`src/rtl/lrsf_vram.sv`:
```
module lrsf_vram #(
  parameter int DEPTH = 32,
  parameter int WIDTH = 32,
  localparam int AW = $clog2(DEPTH)
) (
  input  logic             clk_i,
  input  logic             rst_ni,
  input  logic             clr_i,
  input  logic             we_i,
  input  logic [AW-1:0]    waddr_i,
  input  logic [WIDTH-1:0] wdata_i,
  input  logic             re_i,
  input  logic [AW-1:0]    raddr_i,
  output logic [WIDTH-1:0] rdata_o
);

  logic [WIDTH-1:0] mem_q [DEPTH];
  logic [DEPTH-1:0] vld_q;
  logic [WIDTH-1:0] rdata_q;
  logic             rvld_q;

  // An entry that has not been written since reset or the last clear reads as zero.
  always_ff @(posedge clk_i or negedge rst_ni) begin
    if (!rst_ni) begin
      vld_q  <= '0;
      rvld_q <= 1'b0;
    end else begin
      if (clr_i) begin
        vld_q <= '0;
      end else if (we_i) begin
        vld_q[waddr_i] <= 1'b1;
      end
      if (re_i) begin
        rvld_q <= vld_q[raddr_i];
      end
    end
  end

  always_ff @(posedge clk_i) begin
    if (we_i) begin
      mem_q[waddr_i] <= wdata_i;
    end
    if (re_i) begin
      rdata_q <= mem_q[raddr_i];
    end
  end

  assign rdata_o = rvld_q ? rdata_q : '0;

endmodule

```
`config.mk`:
```
export PLATFORM = sky130hd
export DESIGN_NAME = lrsf_vram
export DESIGN_NICKNAME = d
export VERILOG_FILES = /design/src/rtl/lrsf_vram.sv
export SDC_FILE = /design/constraint.sdc
export NUM_CORES = 1
export LEC_CHECK = 0
export ABC_AREA = 1
export BUFFER_PORTS_ARGS = -buffer_cell sky130_fd_sc_hd__buf_2
export CAP_MARGIN = 5
export CELL_PAD_IN_SITES_DETAIL_PLACEMENT = 0
export CELL_PAD_IN_SITES_GLOBAL_PLACEMENT = 1
export CORE_MARGIN = 2
export CORE_UTILIZATION = 40
export CTS_BUF_LIST = sky130_fd_sc_hd__clkbuf_2 sky130_fd_sc_hd__clkbuf_4 sky130_fd_sc_hd__clkbuf_8
export CTS_CLUSTER_SIZE = 16
export DETAILED_ROUTE_END_ITERATION = 8
export HOLD_SLACK_MARGIN = 0.15
export PLACE_DENSITY = 0.7
export SETUP_SLACK_MARGIN = 0.05
export SLEW_MARGIN = 20
export SYNTH_ARGS = -nofsm -noshare
export SYNTH_HDL_FRONTEND = slang
export SYNTH_SLANG_ARGS = --single-unit
```
`constraint.sdc`:
```
create_clock -name clk_i -period 2.2 [get_ports clk_i]
set_clock_uncertainty 0.15 [all_clocks]
set_input_delay 0.44 -clock clk_i [delete_from_list [all_inputs] [get_ports clk_i]]
set_output_delay 0.44 -clock clk_i [all_outputs]
set_load 0.005 [all_outputs]
```
==> results by group <==
Floorplanning
  – Total die area: 112000 um2
  – Die Span X: 335 um
  – Initial Utilization: 40.3%
  – Core ar.: 109000 um2
  – Top-Level Pins: 79
  – Die height: 335 um
  – Row Count: 121

Placement
  – Placer Congestion: 0.792
  – Port bufs: 78
  – Placed cell areas: 48200 um2
  – DP HPWL: 73600 um

Clock tree
  – Worst-path clk slew: 0.06 ns
  – Num CTS Buffers: 176
  – Clock Path Buffers: 3
  – Sink Count: 1089
  – H-tree depth: 4
  – Worst-Skew Late Latency: 0.84 ns
  – CTS root buf: clkbuf_8
  – CTS tree: yes

STA
  – Slew headroom: 47.7%
  – Max-slew violations: 0
  – Final setup fails: 32
  – Worst slew pin tran: 0.784 ns
  – Worst setup margin: -0.292 ns
  – FMAX: 401 MHz
  – Fin crit share: 113%
  – Unrepaired setup endpoints after global routing: yes
  – Final Critical Period: 2.49 ns
  – Final hold violations: 0
  – Setup TNS: -7.69 ns

Worst setup path
  – WP buf/inv: 4
  – WP depth: 5
  – Critical Path RT: 1.61 ns
  – CP Launch Type: register
  – Reg2Reg Depth: 9
  – Family with the most delay on the worst path: buffers and inverters
  – Crit-path max cell delay: 0.47 ns
  – R2r startpoint: vld_q[19]
  – Worst Path Max Fanout: 8
  – CP arrival: 1.90 ns
  – Crit path from: rvld_q
  – Reg2Reg Capture Point: rvld_q
  – Crit path to: rdata_o[0]
  – Critical-path cell list: buf_12 > buf_16 > nand2_4 > inv_2 > buf_6
  – Slowest CP cell: dfrtp_2
  – Crit path capture type: primary output
  – Crit path kind: register to primary output
  – Reg-to-reg setup timing slack: 0.42 ns

Power
  – Power per cell area: 829 nW/um2
  – VDD IR-drop max: 0.566 mV
  – Leak: 19.4 nW
  – Total power draw: 43.7 mW

Synthesis
  – Post-Syn Nets: 3711
  – Syn Inst Count: 3664
  – Post-Synthesis Cell Area: 43800 um2
  – Sequential share of the synthesized area: 74.3%
  – Synth cell types: 17
  – FF+latch count, synth: 1089
  – Syn Area/Cell: 12.0 um2
  – Yosys warns: 0

Drt
  – Final WL: 129000 um
  – Final ANT Viol Nets: 0
  – Drc violations: 0
  – Wirelength per Cell: 23.3 um
  – DR vias/cell: 5.34
  – Via count: 29500
  – First DRT Iteration DRCs: 2946
  – Initial DRT Pass Iterations: 5

Global route
  – Initial antenna violation count: 4
  – First-pass GRT wire length: 189000 um
  – Largest net degree at the start of global routing: 46
  – Vias in the first global route: 28500
  – Total grt overflow: 0
  – GRT Overall Usage: 23.0%

Final layout
  – Layout cells sized above 1: 16.8%
  – Final Cell Area: 52600 um2
  – Layout net count: 4017
  – Layout area overhead: 20.2%

Job
  – Max Cap Viol: 0

Status
  – Outcome: finished, violations left
  – Failing checks: setup timing

Hold path
  – Hold Crit Class: input pin to register
-- repair_timing --
action / in CTS / in global routing
hold buffers: 39 / 0
gates cloned: 3 / 0
pin swaps: 0 / 7
resized for setup: 75 / 47
endpoints found under the hold margin: 1138 / 0
setup buffers: 6 / 0
endpoints found under the setup margin: 32 / 32
-- kinds of logic after synthesis --
logic type	share of synthesized area, %
compound gates	2.74
buf+inv	3.33
flops	74.3
simple gates	19.6
-- sequential cells by signal, indices dropped and copies added (netlist names) --
signal,count
rdata_q,32
vld_q,32
mem_q,1024
rvld_q,1
-- placed cells by master, fill, tap and decap left out, drive strengths merged --
master and n:
nor2 192, nand3b 1, bufinv 4, clkinv 63, a21oi 160, inv 60
buf 321, clkinvlp 3, nand3 667, o31ai 32, o21ai 32, edfxtp 1056
nor3 11, diode 1, dfrtp 33, clkbuf 246, nand2 1194, dlygate4sd3 39
-- report_power, final --
| group | internal, mW | leakage (nW) | total, mW | switching [mW] |
|---|---|---|---|---|
| combinational | 1.13 | 7.53 | 3.28 | 2.16 |
| clock | 9.22 | 1.83 | 17.2 | 7.96 |
| sequential | 23.1 | 9.99 | 23.2 | 0.122 |
| total | 33.4 | 19.4 | 43.7 | 10.2 |
-- cells in the mapped netlist, drive strengths merged --
master / count / area, um2
nand3: 667 / 3340
edfxtp: 1056 / 31700
dfrtp: 33 / 826
o21ai: 32 / 160
o31ai: 32 / 240
nand3b: 1 / 7.51
clkbuf: 76 / 285
a21oi: 160 / 801
inv: 54 / 203
nand2: 1194 / 4480
nor2: 192 / 721
nor3: 11 / 55.1
buf: 156 / 972
-- layout make-up --
class	instances	area [um2]
Fill cell	9620	56100
Sequential cell	1089	32500
Multi-Input combinational cell	2289	10300
Timing Repair Buffer	360	4370
Clock buffer	246	2980
Tap cell	1414	1770
Clock inverter	76	464
Inverter	54	243
Antenna cell	1	2.50
-- metrics by stage --
step	utilization [%]	hold slack, ns	cells	worst slack [ns]
after detailed placement	44.4	0.340	5159	-0.159
after floorplan	-	-0.00559	3664	-0.129
final	48.4	0.240	5529	-0.292
after global placement	44.4	0.332	5159	-0.196
after CTS	48.3	0.161	5529	-0.360
after global routing	48.4	0.238	5529	-0.351
-- worst register-to-register path, stage by stage, from the launching register on --
cell,delay (ns)
dfrtp_1,0.37
nand2_1,0.06
nand3_1,0.08
nand3_1,0.08
nand2_1,0.08
nand2_1,0.06
nand3_1,0.10
nand3_1,0.09
dlygate4sd3_1,0.55
nand2_1,0.05
-- layer usage --
| layer | track usage (%) | part of all wire [%] | up-vias |
|---|---|---|---|
| li1 | - | - | 13500 |
| met1 | 31.5 | 43 | 14700 |
| met2 | 37.6 | 48 | 1043 |
| met3 | 3.65 | 6.4 | 217 |
| met4 | 7.37 | 2.7 | 2 |
| met5 | 0 | 0.010 | - |
-- worst min path at each step --
stage,cells after the start,start,to,slack (ns)
final,4,raddr_i[3],rdata_q[4],0.24
after global routing,4,raddr_i[3],rdata_q[4],0.24
after CTS,4,raddr_i[3],rdata_q[4],0.16
after detailed placement,2,vld_q[4],vld_q[4],0.34
after global placement,2,vld_q[8],vld_q[8],0.33
after floorplan,0,rst_ni,rvld_q,-0.006
(Power assumes the default switching activity.)
