--- src/rtl/lrsf_pkg.sv ---
package lrsf_pkg;

  localparam int COEF_W     = 24;
  localparam int HIST_W     = 32;
  localparam int SAMPLE_W   = 16;
  localparam int EXC_W      = 16;
  localparam int PE_W       = 16;
  localparam int WORD_W     = 16;
  localparam int BYTE_W     = 8;
  localparam int IDX_W      = 5;
  localparam int COEF_SLOTS = 32;
  localparam int COEF_AW    = 5;
  localparam int CFG_IDX_W  = 3;
  localparam int CFG_DATA_W = 24;

  // Magnitude offsets of the eight mu-law segments.
  localparam logic [14:0] MU_TABLE [8] = '{
    15'd0, 15'd132, 15'd396, 15'd924, 15'd1980, 15'd4092, 15'd8316, 15'd16764
  };

  typedef struct packed {
    logic                    start;
    logic signed [EXC_W-1:0] exc;
    logic                    tap;
    logic                    tap_hi;
    logic                    fin_y;
    logic                    fin_sum;
    logic                    commit;
  } mac_ctrl_t;

  typedef struct packed {
    logic                       busy;
    logic signed [HIST_W-1:0]   y;
    logic signed [SAMPLE_W-1:0] sample;
  } mac_stat_t;

  function automatic logic signed [EXC_W-1:0] mulaw_decode(input logic [BYTE_W-1:0] b);
    logic [BYTE_W-1:0] u;
    logic [2:0]        e;
    logic [3:0]        m;
    logic [EXC_W-1:0]  mag;
    u   = ~b;
    e   = u[6:4];
    m   = u[3:0];
    mag = EXC_W'(MU_TABLE[e]) + (EXC_W'(m) << ({1'b0, e} + 4'd3));
    return u[7] ? -$signed(mag) : $signed(mag);
  endfunction

endpackage

--- src/rtl/lrsf_mac.sv ---
module lrsf_mac (
  input  logic                               clk_i,
  input  logic                               rst_ni,
  input  lrsf_pkg::mac_ctrl_t                ctrl_i,
  input  logic signed [lrsf_pkg::PE_W-1:0]   pe_i,
  input  logic signed [lrsf_pkg::COEF_W-1:0] coef_i,
  input  logic signed [lrsf_pkg::HIST_W-1:0] hist_i,
  output lrsf_pkg::mac_stat_t                stat_o
);
  import lrsf_pkg::*;

  localparam int ACC_W  = 64;
  localparam int PROD_W = COEF_W + HIST_W;
  localparam int PEP_W  = HIST_W + PE_W;
  localparam int SUM_W  = PEP_W + 1;
  localparam int EXC_SH = 26;
  localparam int Y_SH   = 18;
  localparam int S_SH   = 22;
  localparam int P_SH   = 14;
  localparam logic signed [ACC_W-1:0] Y_MAX = {{(ACC_W-HIST_W+1){1'b0}}, {(HIST_W-1){1'b1}}};
  localparam logic signed [ACC_W-1:0] Y_MIN = {{(ACC_W-HIST_W+1){1'b1}}, {(HIST_W-1){1'b0}}};
  localparam logic signed [SUM_W-1:0] S_RND = SUM_W'((1 <<< S_SH) - 1);
  localparam logic signed [SUM_W-1:0] S_MAX = SUM_W'((1 <<< (SAMPLE_W - 1)) - 1);
  localparam logic signed [SUM_W-1:0] S_MIN = SUM_W'(-(1 <<< (SAMPLE_W - 1)));

  logic                     t1_q, t2_q, hi1_q;
  logic signed [PROD_W-1:0] prod_q;
  logic signed [ACC_W-1:0]  acc_q;
  logic signed [PEP_W-1:0]  pep_q;
  logic signed [HIST_W-1:0] y_q, prev_q;
  logic signed [SUM_W-1:0]  sum_q;

  logic signed [ACC_W-1:0]    acc_sh;
  logic signed [SUM_W-1:0]    rnd, shq;
  logic signed [SAMPLE_W-1:0] sample;

  always_comb begin
    acc_sh = acc_q >>> Y_SH;
    rnd    = sum_q[SUM_W-1] ? sum_q + S_RND : sum_q;
    shq    = rnd >>> S_SH;
    if (shq > S_MAX) begin
      sample = SAMPLE_W'(S_MAX);
    end else if (shq < S_MIN) begin
      sample = SAMPLE_W'(S_MIN);
    end else begin
      sample = SAMPLE_W'(shq);
    end
  end

  always_ff @(posedge clk_i or negedge rst_ni) begin
    if (!rst_ni) begin
      t1_q   <= 1'b0;
      t2_q   <= 1'b0;
      hi1_q  <= 1'b0;
      prev_q <= '0;
    end else begin
      t1_q  <= ctrl_i.tap;
      t2_q  <= t1_q;
      hi1_q <= ctrl_i.tap_hi;
      if (ctrl_i.commit) begin
        prev_q <= y_q;
      end
    end
  end

  always_ff @(posedge clk_i) begin
    // Taps beyond the coefficient store contribute nothing.
    prod_q <= hi1_q ? '0 : PROD_W'(coef_i) * PROD_W'(hist_i);
    if (ctrl_i.start) begin
      acc_q <= ACC_W'($signed(ctrl_i.exc)) <<< EXC_SH;
      pep_q <= PEP_W'(prev_q) * PEP_W'(pe_i);
    end else if (t2_q) begin
      acc_q <= acc_q + ACC_W'(prod_q);
    end
    if (ctrl_i.fin_y) begin
      if (acc_sh > Y_MAX) begin
        y_q <= HIST_W'(Y_MAX);
      end else if (acc_sh < Y_MIN) begin
        y_q <= HIST_W'(Y_MIN);
      end else begin
        y_q <= HIST_W'(acc_sh);
      end
    end
    if (ctrl_i.fin_sum) begin
      sum_q <= (SUM_W'(y_q) <<< P_SH) + SUM_W'(pep_q);
    end
  end

  assign stat_o.busy   = t1_q | t2_q;
  assign stat_o.y      = y_q;
  assign stat_o.sample = sample;

endmodule

--- config.mk ---
export PLATFORM = sky130hd
export DESIGN_NAME = lrsf_mac
export DESIGN_NICKNAME = d
export VERILOG_FILES = /design/src/rtl/lrsf_pkg.sv /design/src/rtl/lrsf_mac.sv
export SDC_FILE = /design/constraint.sdc
export NUM_CORES = 2
export LEC_CHECK = 0
export ABC_CLOCK_PERIOD_IN_PS = 18430
export BUFFER_PORTS_ARGS = -buffer_cell sky130_fd_sc_hd__buf_2
export CAP_MARGIN = 30
export CORE_MARGIN = 2
export CORE_UTILIZATION = 62
export DETAILED_ROUTE_END_ITERATION = 8
export PLACE_DENSITY_LB_ADDON = 0.2
export SLEW_MARGIN = 10
export SYNTH_ARGS = -nofsm -noshare
export SYNTH_HDL_FRONTEND = slang
export SYNTH_SLANG_ARGS = --single-unit
--- constraint.sdc ---
create_clock -name clk_i -period 18.43 [get_ports clk_i]
set_clock_uncertainty 0.1 [all_clocks]
set_input_delay 0.9215 -clock clk_i [delete_from_list [all_inputs] [get_ports clk_i]]
set_output_delay 0.9215 -clock clk_i [all_outputs]
set_load 0.005 [all_outputs]
==> reports/qor.csv <==
metric,value,unit
pre-CTS WS,9.48,ns
Tcrit/Tclk final,45.7,%
Async SR Flop Fraction,12.3,%
Setup CP Type,input port to flop,
TritonCTS Buffers,30,
I/O Buffers,144,
# resized after CTS,0,
RSZ-0062 raised after global routing,false,
worst path required time,18.77,ns
dominant synthesized flop cell,edfxtp_1,
Routed Antenna Nets,0,
most common cell in the netlist,inv_1,
crit path launch type,input port,
number of unique standard cell types used by synthesis,91,
Placed Cells,7375,
CTS Hold Bufs,0,
Crit path largest cell delay,0.71,ns
worst-margin pin slew,0.934,ns
Fill cells,7719,
"Setup Fix Bufs, Post-CTS",0,
"Arr. time, crit path",8.76,ns
drt total wl,143,mm
top cell type's share of synthesized area,43.1,%
CP max FO,32,
area of the multi-input gates,45500,µm²
min cycle time layout,8.42,ns
number of flops mapped to enable cells by yosys,167,
pin count of the biggest net entering global routing,62,
share of cells above drive strength 1,4.82,%
CTS root buf,clkbuf_16,
final setup vio count,0,
"Buf+Inv Stages, Crit Path",6,
Layout area overhead,4.32,%
Min Hold Slack,0.0898,ns
Syn Nets,7941,
#FFs+latches synth,284,
drt first pass iters,5,
"most used cell, CP",fa_1,
Post-Syn Area,59000,µm²
synth warn,0,
die height,312,µm
global route total overflow,0,
later-pin clock latency in the skew report,0.59,ns
Fmax achieved,119,MHz
die span in x,312,µm
TNS Setup,0,ns
Num Clock Sinks,284,
Final HPWL DP,116,mm
Top Ports,145,
routed vias,41500,
final hold violations,0,
"delay-heaviest family, CP",adder cells,
CTS clock-pin slew for the worst setup and hold paths,0.06,ns
CP Capture Type,flop,
# DRC,0,
Hold Crit Class,input port to asynchronous set/reset pin,
"Max stage delay cell, worst path",fa_1,
Final GP Congestion,0.916,
status,"complete, no violations",
number of DRC markers in iteration 0,2315,
die footprint,97600,µm²
maxcap violations,0,
Starting Density,62.4,%
Slew headroom,37.7,%
top post-synthesis cells by count,"inv_1, fa_1, nand2_1",
vias in the first global route,45500,
DR vias/cell,5.58,
CTS max path bufs,3,
post-route insts no fill,7433,
Synth area leaders,"fa_1, edfxtp_1, inv_1",
post-synth top area cell,fa_1,
H-tree depth,1,
first-pass GRT wire length,240,mm
"Seq/Total Area, Yosys",12.8,%
total track usage,30.9,%
Mean Syn Cell Area,9.49,µm²
row count,113,
Slew Limit Fails,0,
Post-Synthesis Cells,6213,
initial antenna violation count,2,
final worst setup slack,10.01,ns
Avg WL per Cell,19.3,µm
CTS tree,built,
FF+latch area,7530,µm²
fin nets,7871,
Core ar.,94600,µm²
## worst paths after layout
| check | from | end | slack [ns] | cells after the start |
|---|---|---|---|---|
| setup reg to reg | prev_q[12]$_DFFE_PN0P_ | pep_q[46]$_DFFE_PP_ | 10.78 | 24 |
| max in group asynchronous | rst_ni | prev_q[8]$_DFFE_PN0P_ | 17.66 | 2 |
| setup / recovery | coef_i[0] | prod_q[54]$_SDFF_PP0_ | 10.01 | 25 |
| min in group clk_i | t1_q$_DFF_PN0_ | t2_q$_DFF_PN0_ | 0.30 | 0 |
| hold / removal | rst_ni | hi1_q$_DFF_PN0_ | 0.09 | 1 |
| hold reg to reg | t1_q$_DFF_PN0_ | t2_q$_DFF_PN0_ | 0.30 | 0 |
## cell families after synthesis
logic type	Yosys count	share of synthesized area [%]
buffers and inverters	1587	10.1
adders and majority gates	1632	50.8
muxes	53	0.970
xor gates and xnor gates	213	3.16
DFF	284	12.8
and+or+nand+nor	1788	14.7
AOI/OAI and AO/OA	656	7.46
## sequential cells by signal (all words and copies together) (netlist names)
register and flops:
prev_q 32, acc_q 64, t1_q 1, prod_q 56
hi1_q 1, t2_q 1, pep_q 48, sum_q 49
y_q 32
## layer usage
layer / track usage [%] / vias to the layer above / wire, µm
li1: - / 18700 / -
met1: 41.4 / 21000 / 58500
met2: 51.2 / 1580 / 67600
met3: 6.49 / 266 / 12600
met4: 8.85 / 2 / 4490
met5: 0 / - / 13
## stage by stage
step / instance area, µm² / util, %
after CTS: 61500 / 65.0
final: 61500 / 65.0
after global routing: 61500 / 65.0
after global placement: 60400 / 63.9
after floorplan: 59000 / -
after detailed placement: 60500 / 64.0
## layout by cell type, fill, tap and decap left out, types with 24 or more instances in the layout
master        n
inv_1      1315
fa_1       1271
nand2_1     787
and2_1      562
ha_1        361
nor2_1      190
a21oi_1     181
edfxtp_1    167
buf_2       143
o21ai_0     141
a21o_1      140
xnor2_1     130
xor2_1       83
dfxtp_1      82
nand2b_1     48
nand3_1      44
nand4_1      36
dfrtp_1      34
mux2_2       32
clkbuf_16    31
nor3_1       30
nor2b_1      26
o21a_1       24
## area by class of cell
class                      instances  area share (%)
antenna                            1         0.00407
clock buffer                      34            1.30
clock inverter                    22           0.344
inverter                        1316            8.03
multi-input combinational       4342            74.0
sequential                       284            12.2
tap                             1265            2.57
timing repair buffer             169            1.55
Power is not shown: default switching activity piles up to over one toggle a cycle in this logic, so the estimate is an artifact.
