<file path="src/rtl/lrsf_pkg.sv">
package lrsf_pkg;

  localparam int COEF_W     = 24;
  localparam int HIST_W     = 32;
  localparam int SAMPLE_W   = 16;
  localparam int EXC_W      = 16;
  localparam int PE_W       = 16;
  localparam int WORD_W     = 16;
  localparam int BYTE_W     = 8;
  localparam int IDX_W      = 5;
  localparam int COEF_SLOTS = 32;
  localparam int COEF_AW    = 5;
  localparam int CFG_IDX_W  = 3;
  localparam int CFG_DATA_W = 24;

  // Magnitude offsets of the eight mu-law segments.
  localparam logic [14:0] MU_TABLE [8] = '{
    15'd0, 15'd132, 15'd396, 15'd924, 15'd1980, 15'd4092, 15'd8316, 15'd16764
  };

  typedef struct packed {
    logic                    start;
    logic signed [EXC_W-1:0] exc;
    logic                    tap;
    logic                    tap_hi;
    logic                    fin_y;
    logic                    fin_sum;
    logic                    commit;
  } mac_ctrl_t;

  typedef struct packed {
    logic                       busy;
    logic signed [HIST_W-1:0]   y;
    logic signed [SAMPLE_W-1:0] sample;
  } mac_stat_t;

  function automatic logic signed [EXC_W-1:0] mulaw_decode(input logic [BYTE_W-1:0] b);
    logic [BYTE_W-1:0] u;
    logic [2:0]        e;
    logic [3:0]        m;
    logic [EXC_W-1:0]  mag;
    u   = ~b;
    e   = u[6:4];
    m   = u[3:0];
    mag = EXC_W'(MU_TABLE[e]) + (EXC_W'(m) << ({1'b0, e} + 4'd3));
    return u[7] ? -$signed(mag) : $signed(mag);
  endfunction

endpackage

</file>
<file path="src/rtl/lrsf_unpack.sv">
module lrsf_unpack (
  input  logic                               clk_i,
  input  logic                               rst_ni,
  input  logic                               start_i,
  input  logic [lrsf_pkg::WORD_W-1:0]        word_i,
  input  logic signed [lrsf_pkg::COEF_W-1:0] range_i,
  input  logic signed [lrsf_pkg::COEF_W-1:0] min_i,
  output logic                               done_o,
  output logic [lrsf_pkg::COEF_W-1:0]        coef_o
);
  import lrsf_pkg::*;

  localparam int P_W = WORD_W + COEF_W;
  localparam int Q_W = COEF_W + 1;
  localparam int T_W = COEF_W + 2;
  localparam logic signed [T_W-1:0] C_MAX = T_W'((1 <<< (COEF_W - 1)) - 1);
  localparam logic signed [T_W-1:0] C_MIN = T_W'(-(1 <<< (COEF_W - 1)));

  logic [3:0]              vld_q;
  logic                    neg1_q, neg2_q;
  logic [P_W-1:0]          prod1_q;
  logic [COEF_W-1:0]       q0_q;
  logic [Q_W-1:0]          r0_q;
  logic signed [T_W-1:0]   t_q;
  logic [COEF_W-1:0]       coef_q;

  logic [COEF_W-1:0]       mag;
  logic [8:0]              q1;
  logic [16:0]             r1, r2;
  logic                    c1, corr;
  logic [Q_W-1:0]          quo;
  logic signed [T_W-1:0]   sum;

  always_comb begin
    mag  = range_i[COEF_W-1] ? COEF_W'(-range_i) : COEF_W'(range_i);
    // Division by 65535: fold the high half back onto the low half until
    // the remainder is below the divisor.
    q1   = r0_q[Q_W-1:16];
    r1   = 17'(r0_q[15:0]) + 17'(q1);
    c1   = r1[16];
    r2   = 17'(r1[15:0]) + 17'(c1);
    corr = (r2 == 17'd65535);
    quo  = Q_W'(q0_q) + Q_W'(q1) + Q_W'(c1) + Q_W'(corr);
    sum  = t_q + T_W'(min_i);
  end

  always_ff @(posedge clk_i or negedge rst_ni) begin
    if (!rst_ni) begin
      vld_q <= '0;
    end else begin
      vld_q <= {vld_q[2:0], start_i};
    end
  end

  always_ff @(posedge clk_i) begin
    neg1_q  <= range_i[COEF_W-1];
    prod1_q <= P_W'(word_i) * P_W'(mag);
    neg2_q  <= neg1_q;
    q0_q    <= prod1_q[P_W-1:16];
    r0_q    <= Q_W'(prod1_q[15:0]) + Q_W'(prod1_q[P_W-1:16]);
    t_q     <= neg2_q ? -$signed(T_W'(quo)) : $signed(T_W'(quo));
    if (sum > C_MAX) begin
      coef_q <= COEF_W'(C_MAX);
    end else if (sum < C_MIN) begin
      coef_q <= COEF_W'(C_MIN);
    end else begin
      coef_q <= COEF_W'(sum);
    end
  end

  assign done_o = vld_q[3];
  assign coef_o = coef_q;

endmodule

</file>
<file path="config.mk">
export PLATFORM = sky130hd
export DESIGN_NAME = lrsf_unpack
export DESIGN_NICKNAME = d
export VERILOG_FILES = /design/src/rtl/lrsf_pkg.sv /design/src/rtl/lrsf_unpack.sv
export SDC_FILE = /design/constraint.sdc
export NUM_CORES = 1
export LEC_CHECK = 0
export BUFFER_PORTS_ARGS = -buffer_cell sky130_fd_sc_hd__buf_2
export CORE_MARGIN = 2
export CORE_UTILIZATION = 50
export DETAILED_ROUTE_END_ITERATION = 10
export PLACE_DENSITY = 0.75
export SYNTH_ARGS = -nofsm -noshare
export SYNTH_HDL_FRONTEND = slang
export SYNTH_SLANG_ARGS = --single-unit
</file>
<file path="constraint.sdc">
create_clock -name clk_i -period 8.6 [get_ports clk_i]
set_input_delay 0.86 -clock clk_i [delete_from_list [all_inputs] [get_ports clk_i]]
set_output_delay 0.86 -clock clk_i [all_outputs]
set_load 0.005 [all_outputs]
</file>
==> results of run 1 <==
## what timing repair did
action	CTS	global route
pin swaps	0	31
resized for setup	1	51
buffers inserted	0	7
endpoints found under the setup margin	3	11
## routing by layer
metal,share of wire [%],vias to the layer above,GRT usage [%]
met5,0,-,0
met4,3.5,0,8.85
met3,5.7,106,3.27
met2,49,547,43.2
li1,-,7461,-
met1,42,7785,30.0
## synthesized netlist by cell type (13+ instances only)
cell,n,area (sq um)
nor2_1,59,221
nor3_1,28,140
a21o_1,50,375
and3_1,16,100
xnor2_1,107,937
fa_1,311,6230
o31ai_1,20,150
xor2_1,40,350
o21bai_1,13,97.6
clkbuf_1,71,267
nand2b_1,15,93.8
inv_1,364,1370
a21oi_1,91,455
and2_1,125,782
ha_1,184,2300
nand3_1,27,135
o21ai_0,71,355
nand2_1,328,1230
dfxtp_1,141,2820
## final cells by class
| type | count | share of cell area [%] |
|---|---|---|
| inverters | 364 | 6.10 |
| clock inverters | 13 | 0.765 |
| well taps | 525 | 2.93 |
| clock buffers | 19 | 2.07 |
| multi-input cells | 1670 | 70.0 |
| flip-flops and latches | 145 | 13.0 |
| repair buffers | 179 | 5.10 |
## flip-flops by register name, indices dropped and copies added, names as in the netlist
signal / count
q0_q: 24
t_q: 26
neg1_q: 1
prod1_q: 40
vld_q: 4
r0_q: 25
neg2_q: 1
coef_o: 24
## kinds of logic (layout without fill, tap and decap cells)
family | after synthesis | count (layout)
buffers and inverters | 440 | 575
adder cells (fa/ha/maj) | 495 | 495
XOR/XNOR | 147 | 147
AO/OA/AOI/OAI | 345 | 345
flip-flops | 145 | 145
multiplexers | 3 | 3
AND/OR/NAND/NOR | 680 | 680
## worst max path at each step
stage	from	end	slack, ns	cells after the start
2_1_floorplan	range_i[10]	prod1_q[38]	-0.09	30
3_3_place_gp	range_i[3]	prod1_q[39]	-0.32	31
5_1_grt	range_i[5]	prod1_q[39]	-0.34	31
4_1_cts	range_i[3]	prod1_q[39]	0.01	31
3_5_place_dp	range_i[3]	prod1_q[39]	-0.51	31
6_report	range_i[5]	prod1_q[38]	-0.05	32
## worst max-delay path: cells and delay by family
kind	cells	cell delay (ns)
AO/OA/AOI/OAI	6	1.43
XOR/XNOR	2	0.28
adder cells (fa/ha/maj)	7	3.41
buffers and inverters	8	0.62
AND/OR/NAND/NOR	9	2.35
## stage by stage
stage / utilization [%] / worst slack [ns] / setup TNS [ns]
global route: 56.5 / -0.343 / -1.80
global placement: 54.2 / -0.321 / -1.85
finish: 56.5 / -0.0466 / -0.0710
CTS: 55.8 / 0.0110 / 0
detailed placement: 54.2 / -0.513 / -3.89
floorplan: - / -0.0945 / -0.145
==> results.md, run 1 <==
- CP startpoint kind: input pin
- Status: finished, violations left
- First-pass GRT wire length: 81.1 mm
- Die area: 41600 sq um
- Die height: 204 microns
- Seq cells post-synth: 145
- Nets: 2939
- Xor/xnor share of the synthesized area: 6.44%
- Minimum clock period: 8.65 ns
- Peak Freq: 116 MHz
- Worst Tran Pin Value: 1.03 ns
- Seq/Total Area, Yosys: 14.6%
- FILL cells: 3501
- Vias per cell: 5.45
- Clock Latency Late Sink: 0.43 ns
- Post-synth EDFFs: 0
- DR DRC count: 0
- Cts hold-fix bufs: 0
- R2R depth: 31
- GRT overflow: 0
- CTS Root Buffer Type: clkbuf_16
- Placed cell count: 2876
- Crit path max fanout: 4
- Routed WL: 48.8 mm
- Data required, critical path: 8.92 ns
- Mean Syn Cell Area: 8.87 sq um
- PnR worst setup slack: -0.0466 ns
- Synthesized cell area: 20000 sq um
- Critical setup path kind: in2reg
- Final cell count without fillers: 2915
- CTS buffer count: 17
- Setup violators final: 2
- Syn Inst Count: 2255
- Layout cell share with drive strength beyond 1: 12.3%
- H-tree depth: 4
- Largest net degree at the start of global routing: 25
- Number of synthesis warnings: 0
- Clock Skew: 0.00994 ns
- Part of the cycle the worst path needs: 101%
- Synth Area in Adders: 42.7%
- Total count of max-transition violations in the final report: 0
- Largest family of logic cells by synthesized area: adder cells
- Max cap viols: 0
- Final Hold Viols: 0
- DR pass1 iterations: 5
- Syn_nets: 2817
- Worst hold path type: in2async
- Final GP Congestion: 0.888
- Clk sink count: 145
- ANT nets after route: 0
- Endpoint class of the critical path: flop
- FP Rows: 73
- DR iter-0 viols: 971
- Dpl cell area: 21500 sq um
- Overall routing resource usage: 24.2%
- Multi-input logic area: 15700 sq um
- Worst slew margin: 31.1%
- # IOs: 92
- Most common cell after layout, fill and taps aside: inv_1
- Reg2reg setup slack: 1.23 ns
- CP most frequent cell: fa_1
- RR Startpoint: r0_q[16]
- Post-Layout Inst Area: 22400 sq um
- Avg WL per Cell: 16.8 microns
- Initial antenna violation count: 0
- CTS tree: done
- Post-synthesis compound-gate area fraction: 11.3%
- Vias in the first global route: 16600
- Post-Synth Simple-Gate Area: 16.5%
- Failing checks: negative setup slack
- Detailed Place HPWL: 40.0 mm
- Area Growth Syn to Fin: 12.1%
- Die Wd: 204 microns
- Hold slack: 0.223 ns
- Synth cell types: 68
- Slowest cell on the critical path: fa_1
- I/O Buffers: 91
- Reg area: 2920 sq um
- RSZ-0062 raised after global routing: yes
- Initial Util: 50.4%
- Worst R2R End: t_q[22]
- Core area: 39600 sq um
- Maximum clock path buffer count: 2
- Multiplexer share of the synthesized area: 0.150%
- Most frequent cells in the layout: 352 x inv_1, 324 x nand2_1, 309 x fa_1, 181 x ha_1, 141 x dfxtp_1
- Top FF cell, synth: dfxtp_1
- Register clock-pin slew on the reported worst setup and hold paths: 0.06 ns
- Slowest Stage Delay on Critical Path: 0.55 ns
- Number of diodes: 0
- Via count: 15900
- Crit path DAT: 8.96 ns
- Ys async rst share: 2.76%
Power of run 1 is not shown: default switching activity piles up to over one toggle a cycle in this logic, so the estimate is an artifact.
==> run 2: changes to the inputs <==
CORE_MARGIN = not set   (was 2)
==> run 2 against run 1 <==
Effect of this change:
- critical path type unchanged
- design area down 0.40%
- clock skew down 0.00058 ns
- final cell count down 0.14%
- sequential cell count unchanged
- critical endpoint is now prod1_q[39]
- the run now ends clean
==> results.md, run 2 (same netlist as run 1, synthesis figures left out) <==
- Worst slew margin: 6.19% (was 31.1%)
- Worst setup startpoint: range_i[7] (was range_i[5])
- Clock Skew: 0.00937 ns (was 0.00994 ns)
- Data required, critical path: 8.95 ns (was 8.92 ns)
- FP Rows: 72 (was 73)
- Slowest cell on the critical path: fa_1 (unchanged)
- Worst hold path type: in2async (unchanged)
- Worst path top cell family by delay: adder cells (unchanged)
- Clk sink count: 145 (unchanged)
- Maximum clock path buffer count: 2 (unchanged)
- RSZ-0062 raised after global routing: yes (unchanged)
- GRT overflow: 0 (unchanged)
- Crit path DAT: 8.87 ns (was 8.96 ns)
- Status: finished, final reports clean (was finished, violations left)
- Clock Latency Late Sink: 0.42 ns (was 0.43 ns)
- WL met3: 3.24 mm (was 2.79 mm)
- Endpoint class of the critical path: flop (unchanged)
- H-tree depth: 4 (unchanged)
- Setup violators final: 0 (was 2)
- Initial Util: 51.3% (was 50.4%)
- CTS Root Buffer Type: clkbuf_16 (unchanged)
- CP Depth: 30 (was 32)
- Overall routing resource usage: 24.5% (was 24.2%)
- Largest registers: prod1_q x40, t_q x26, r0_q x25 (unchanged)
- Via count: 16000 (was 15900)
- Post-Layout Inst Area: 22300 sq um (was 22400 sq um)
- # IOs: 92 (unchanged)
- Core area: 39000 sq um (was 39600 sq um)
- Vias per cell: 5.48 (was 5.45)
- Avg WL per Cell: 16.4 microns (was 16.8 microns)
- Number of diodes: 0 (unchanged)
- Routed WL: 47.8 mm (was 48.8 mm)
- Layout cell share with drive strength beyond 1: 12.2% (was 12.3%)
- Crit path max fanout: 5 (was 4)
- Worst path buffer plus inverter count: 6 (was 8)
- CP startpoint kind: input pin (unchanged)
- Layout Utilization: 57.2% (was 56.5%)
- Detailed Place HPWL: 39.0 mm (was 40.0 mm)
- Total count of max-transition violations in the final report: 0 (unchanged)
- Final Hold Viols: 0 (unchanged)
- CTS buffer count: 17 (unchanged)
- Critical setup path kind: in2reg (unchanged)
- Max reg flops: 40 (unchanged)
- RR Startpoint: r0_q[16] (unchanged)
- Peak Freq: 117 MHz (was 116 MHz)
- Setup TNS: 0 ns (was -0.0710 ns)
- ANT nets after route: 0 (unchanged)
- Nets: 2942 (was 2939)
- Worst Tran Pin Value: 1.40 ns (was 1.03 ns)
- I/O Buffers: 91 (unchanged)
- Die height: 202 microns (was 204 microns)
- DR pass1 iterations: 5 (unchanged)
- R2R depth: 31 (unchanged)
- Most frequent cells in the layout: 358 x inv_1, 323 x nand2_1, 308 x fa_1, 181 x ha_1, 141 x dfxtp_1 (was 352 x inv_1, 324 x nand2_1, 309 x fa_1, 181 x ha_1, 141 x dfxtp_1)
- Max cap viols: 0 (unchanged)
- Minimum clock period: 8.52 ns (was 8.65 ns)
- Die Wd: 202 microns (was 204 microns)
- Top Metal Used: met4 (unchanged)
- CP most frequent cell: inv_2 (was fa_1)
- Slowest Stage Delay on Critical Path: 0.57 ns (was 0.55 ns)
- Wire length on met1: 20.1 mm (was 20.4 mm)
- Register clock-pin slew on the reported worst setup and hold paths: 0.06 ns (about the same)
- Largest Register: prod1_q (unchanged)
- Final GP Congestion: 0.896 (was 0.888)
- DR DRC count: 0 (unchanged)
- CTS tree: done (unchanged)
- Crit path to: prod1_q[39] (was prod1_q[38])
- First-pass GRT wire length: 81.6 mm (was 81.1 mm)
- Largest net degree at the start of global routing: 25 (unchanged)
- Reg2reg setup slack: 1.25 ns (was 1.23 ns)
- Dpl cell area: 21500 sq um (about the same)
- Worst R2R End: t_q[19] (was t_q[22])
- Most common cell after layout, fill and taps aside: inv_1 (unchanged)
- Vias in the first global route: 17000 (was 16600)
- Met2 wire length: 23.2 mm (was 24.0 mm)
- Die area: 40800 sq um (was 41600 sq um)
- Area Growth Syn to Fin: 11.6% (was 12.1%)
- Part of the cycle the worst path needs: 99.1% (was 101%)
- DR iter-0 viols: 1051 (was 971)
- Initial antenna violation count: 0 (unchanged)
## run 2: cell count changes in the layout (fill, tap and decap cells not counted), sizes merged
| cell | delta |
|---|---|
| buf | +3 |
| clkbuf | -2 |
| inv | +2 |
| bufinv | -1 |
| clkinv | +1 |
## run 2: area by class of cell
type | instances | area [sq um]
repair buffers | 182 | 1150
clock inverters | 15 | 171
inverters | 364 | 1370
flip-flops and latches | 145 | 2920
well taps | 518 | 648
multi-input cells | 1670 | 15600
fillers | 3340 | 16700
clock buffers | 17 | 425
## run 2: stage by stage
step / hold slack [ns] / std cells / worst slack [ns]
finish: 0.234 / 2911 / 0.0786
global route: 0.224 / 2911 / -0.110
CTS: 0.224 / 2910 / -0.0649
detailed placement: 0.338 / 2875 / -0.578
global placement: 0.333 / 2875 / -0.429
floorplan: 0.310 / 2255 / -0.0945
## run 2: worst min-delay path by stage
stage	cells after the start	from	to	slack [ns]
floorplan	0	neg1_q	neg2_q	0.31
global placement	0	vld_q[2]	vld_q[3]	0.33
detailed placement	0	vld_q[0]	vld_q[1]	0.34
CTS	1	rst_ni	vld_q[3]	0.22
global route	1	rst_ni	vld_q[3]	0.22
finish	1	rst_ni	vld_q[3]	0.23
## run 2: what timing repair did
item	in CTS	in global routing
buffers inserted	4	1
pin swaps	8	15
hold buffers	0	0
resized for setup	10	25
setup endpoints to repair	4	11
## run 2: per-layer routing
metal	track usage, %	vias up
met4	7.85	0
li1	-	7465
met3	3.14	95
met1	31.7	7800
met2	42.5	591
met5	0	-
Power of run 2 is left out for the same reason.
==> run 3: changes to the inputs <==
ABC_AREA = 1   (was not set)
PLACE_DENSITY = 0.65   (was 0.75)
==> run 3 against run 2 <==
Effect of this change:
- die area grew 6.5%
- clock skew shrank 0.0050 ns
- design area grew 2.7%
- via count grew 13%
- clock-buffer cell count grew 1
- global-route usage grew 3.8 points
- final cell count grew 19%
- register-to-register slack gained 0.65 ns
- first-iteration DRC count grew 3.0%
- utilization shrank 2.6 points
==> results.md, run 3 <==
- Overall routing resource usage: 28.3% (was 24.5%)
- R2R depth: 39 (was 31)
- Cts hold-fix bufs: 0 (unchanged)
- Peak Freq: 129 MHz (was 117 MHz)
- Die area: 43400 sq um (was 40800 sq um)
- RSZ-0062 raised after global routing: no (was yes)
- Worst path top cell family by delay: adder cells (unchanged)
- ANT nets after route: 0 (unchanged)
- Die height: 208 microns (was 202 microns)
- Clock Skew: 0.00434 ns (was 0.00937 ns)
- First-pass GRT wire length: 96.8 mm (was 81.6 mm)
- Die Wd: 208 microns (was 202 microns)
- Postcts setup bufs: 0 (was 4)
- Maximum clock path buffer count: 2 (unchanged)
- Post-synth EDFFs: 0 (unchanged)
- Seq/Total Area, Yosys: 13.7% (was 14.6%)
- Slowest cell on the critical path: fa_1 (unchanged)
- Initial antenna violation count: 0 (unchanged)
- Synth area leaders: fa_1 29%, dfxtp_1 13%, nand2_1 13% (was fa_1 31%, dfxtp_1 14%, ha_1 12%)
- Max cap viols: 0 (unchanged)
- Worst R2R End: t_q[25] (was t_q[19])
- Resize count post-CTS: 0 (was 10)
- Final cell count without fillers: 3475 (was 2911)
- Endpoint class of the critical path: flop (unchanged)
- Core area: 41900 sq um (was 39000 sq um)
- Largest Register: prod1_q (unchanged)
- Worst slew margin: 35.2% (was 6.19%)
- Count leader, synth: nand2_1 (was inv_1)
- Placed cell count: 3444 (was 2875)
- Number of diodes: 0 (unchanged)
- Total count of max-transition violations in the final report: 0 (unchanged)
- Mean Syn Cell Area: 7.46 sq um (was 8.87 sq um)
- Top FF cell, synth: dfxtp_1 (unchanged)
- Max reg flops: 40 (unchanged)
- # IOs: 92 (unchanged)
- Register clock-pin slew on the reported worst setup and hold paths: 0.06 ns (about the same)
- Data required, critical path: 8.92 ns (was 8.95 ns)
- DR iter-0 viols: 1083 (was 1051)
- CP most frequent cell: inv_1 (was inv_2)
- Number of synthesis warnings: 0 (unchanged)
- Final GP Congestion: 0.938 (was 0.896)
- Seq cells post-synth: 145 (unchanged)
- Critical setup path kind: in2reg (unchanged)
- Largest net degree at the start of global routing: 28 (was 25)
- Syn Inst Count: 2855 (was 2255)
- Most frequent cells in the layout: 749 x nand2_1, 563 x inv_1, 311 x fa_1, 269 x nor2_1, 184 x ha_1 (was 358 x inv_1, 323 x nand2_1, 308 x fa_1, 181 x ha_1, 141 x dfxtp_1)
- Ys async rst share: 2.76% (unchanged)
- Synth cell count leaders: 749 x nand2_1, 563 x inv_1, 311 x fa_1 (was 364 x inv_1, 328 x nand2_1, 311 x fa_1)
- CP Depth: 36 (was 30)
- Most common cell after layout, fill and taps aside: nand2_1 (was inv_1)
- Vias per cell: 5.20 (was 5.48)
- DR pass1 iterations: 6 (was 5)
- DR DRC count: 0 (unchanged)
- Syn_nets: 3417 (was 2817)
- Status: finished, final reports clean (unchanged)
- Initial Util: 50.8% (was 51.3%)
- H-tree depth: 4 (unchanged)
- CP startpoint kind: input pin (unchanged)
- Setup violators final: 0 (unchanged)
- Worst hold path type: in2async (unchanged)
- I/O Buffers: 91 (unchanged)
- Crit path max fanout: 13 (was 5)
- FILL cells: 4066 (was 3340)
- RR Startpoint: r0_q[16] (unchanged)
- Top-area cell type share of the netlist area: 29.2% (was 31.1%)
- CTS tree: done (unchanged)
- Routed WL: 59.3 mm (was 47.8 mm)
- Clock Latency Late Sink: 0.43 ns (was 0.42 ns)
- Slowest Stage Delay on Critical Path: 0.54 ns (was 0.57 ns)
- Via count: 18100 (was 16000)
- Vias in the first global route: 19100 (was 17000)
- Part of the cycle the worst path needs: 90.2% (was 99.1%)
- Area Growth Syn to Fin: 7.65% (was 11.6%)
- Worst Tran Pin Value: 0.970 ns (was 1.40 ns)
- Synth cell types: 55 (was 68)
- Detailed Place HPWL: 50.8 mm (was 39.0 mm)
- GRT overflow: 0 (unchanged)
- CTS Root Buffer Type: clkbuf_16 (unchanged)
- Minimum clock period: 7.76 ns (was 8.52 ns)
- Reg2reg setup slack: 1.90 ns (was 1.25 ns)
- CTS buffer count: 17 (unchanged)
- Nets: 3486 (was 2942)
- Crit path DAT: 8.07 ns (was 8.87 ns)
- Layout cell share with drive strength beyond 1: 7.32% (was 12.2%)
- Yosys top cell by area: fa_1 (unchanged)
- Clk sink count: 145 (unchanged)
- Avg WL per Cell: 17.1 microns (was 16.4 microns)
- Final Hold Viols: 0 (unchanged)
- FP Rows: 75 (was 72)
- Worst path buffer plus inverter count: 11 (was 6)
- Synthesized cell area: 21300 sq um (was 20000 sq um)
- Largest registers: prod1_q x40, t_q x26, r0_q x25 (unchanged)
- Setup TNS: 0 ns (unchanged)
-- run 3: logic make-up after synthesis --
logic type               Yosys count  synth area share, %
AND/OR/NAND/NOR                 1230                 23.9
buffers and inverters            644                 11.5
adder cells (fa/ha/maj)          495                 40.0
AO/OA/AOI/OAI                    225                 5.93
flip-flops                       145                 13.7
XOR/XNOR                         116                 4.88
-- run 3: worst max-delay path by stage --
stage / start / to / slack (ns)
final: range_i[0] / prod1_q[38] / 0.84
after global placement: range_i[0] / prod1_q[37] / 0.52
after CTS: range_i[0] / prod1_q[37] / 0.92
after floorplan: range_i[0] / prod1_q[24] / 1.14
after detailed placement: range_i[0] / prod1_q[37] / 0.47
after global routing: range_i[0] / prod1_q[38] / 0.30
-- run 3: layout make-up --
class | count | area, sq um | area share (%)
Multi-Input combinational cell | 2066 | 15900 | 69.5
Sequential cell | 145 | 2920 | 12.7
Clock inverter | 13 | 153 | 0.666
Inverter | 579 | 2170 | 9.48
Tap cell | 539 | 674 | 2.94
Timing Repair Buffer | 115 | 636 | 2.77
Clock buffer | 18 | 439 | 1.92
-- run 3: metrics by stage --
stage                     area [sq um]  hold WS (ns)  setup WS, ns  util [%]
after floorplan                  21300         0.310          1.14         -
after global placement           22300         0.313         0.525      53.2
after detailed placement         22300         0.320         0.470      53.2
after CTS                        22900         0.205         0.918      54.7
after global routing             22900         0.211         0.298      54.7
final                            22900         0.220         0.842      54.7
-- run 3: per-layer routing --
layer	GRT usage [%]	vias to the layer above	part of all wire, %
met3	3.34	131	5.2
met4	12.9	0	4.5
li1	-	8772	-
met1	34.4	8591	42
met2	50.2	572	49
met5	0	-	0
Power of run 3 is left out for the same reason.
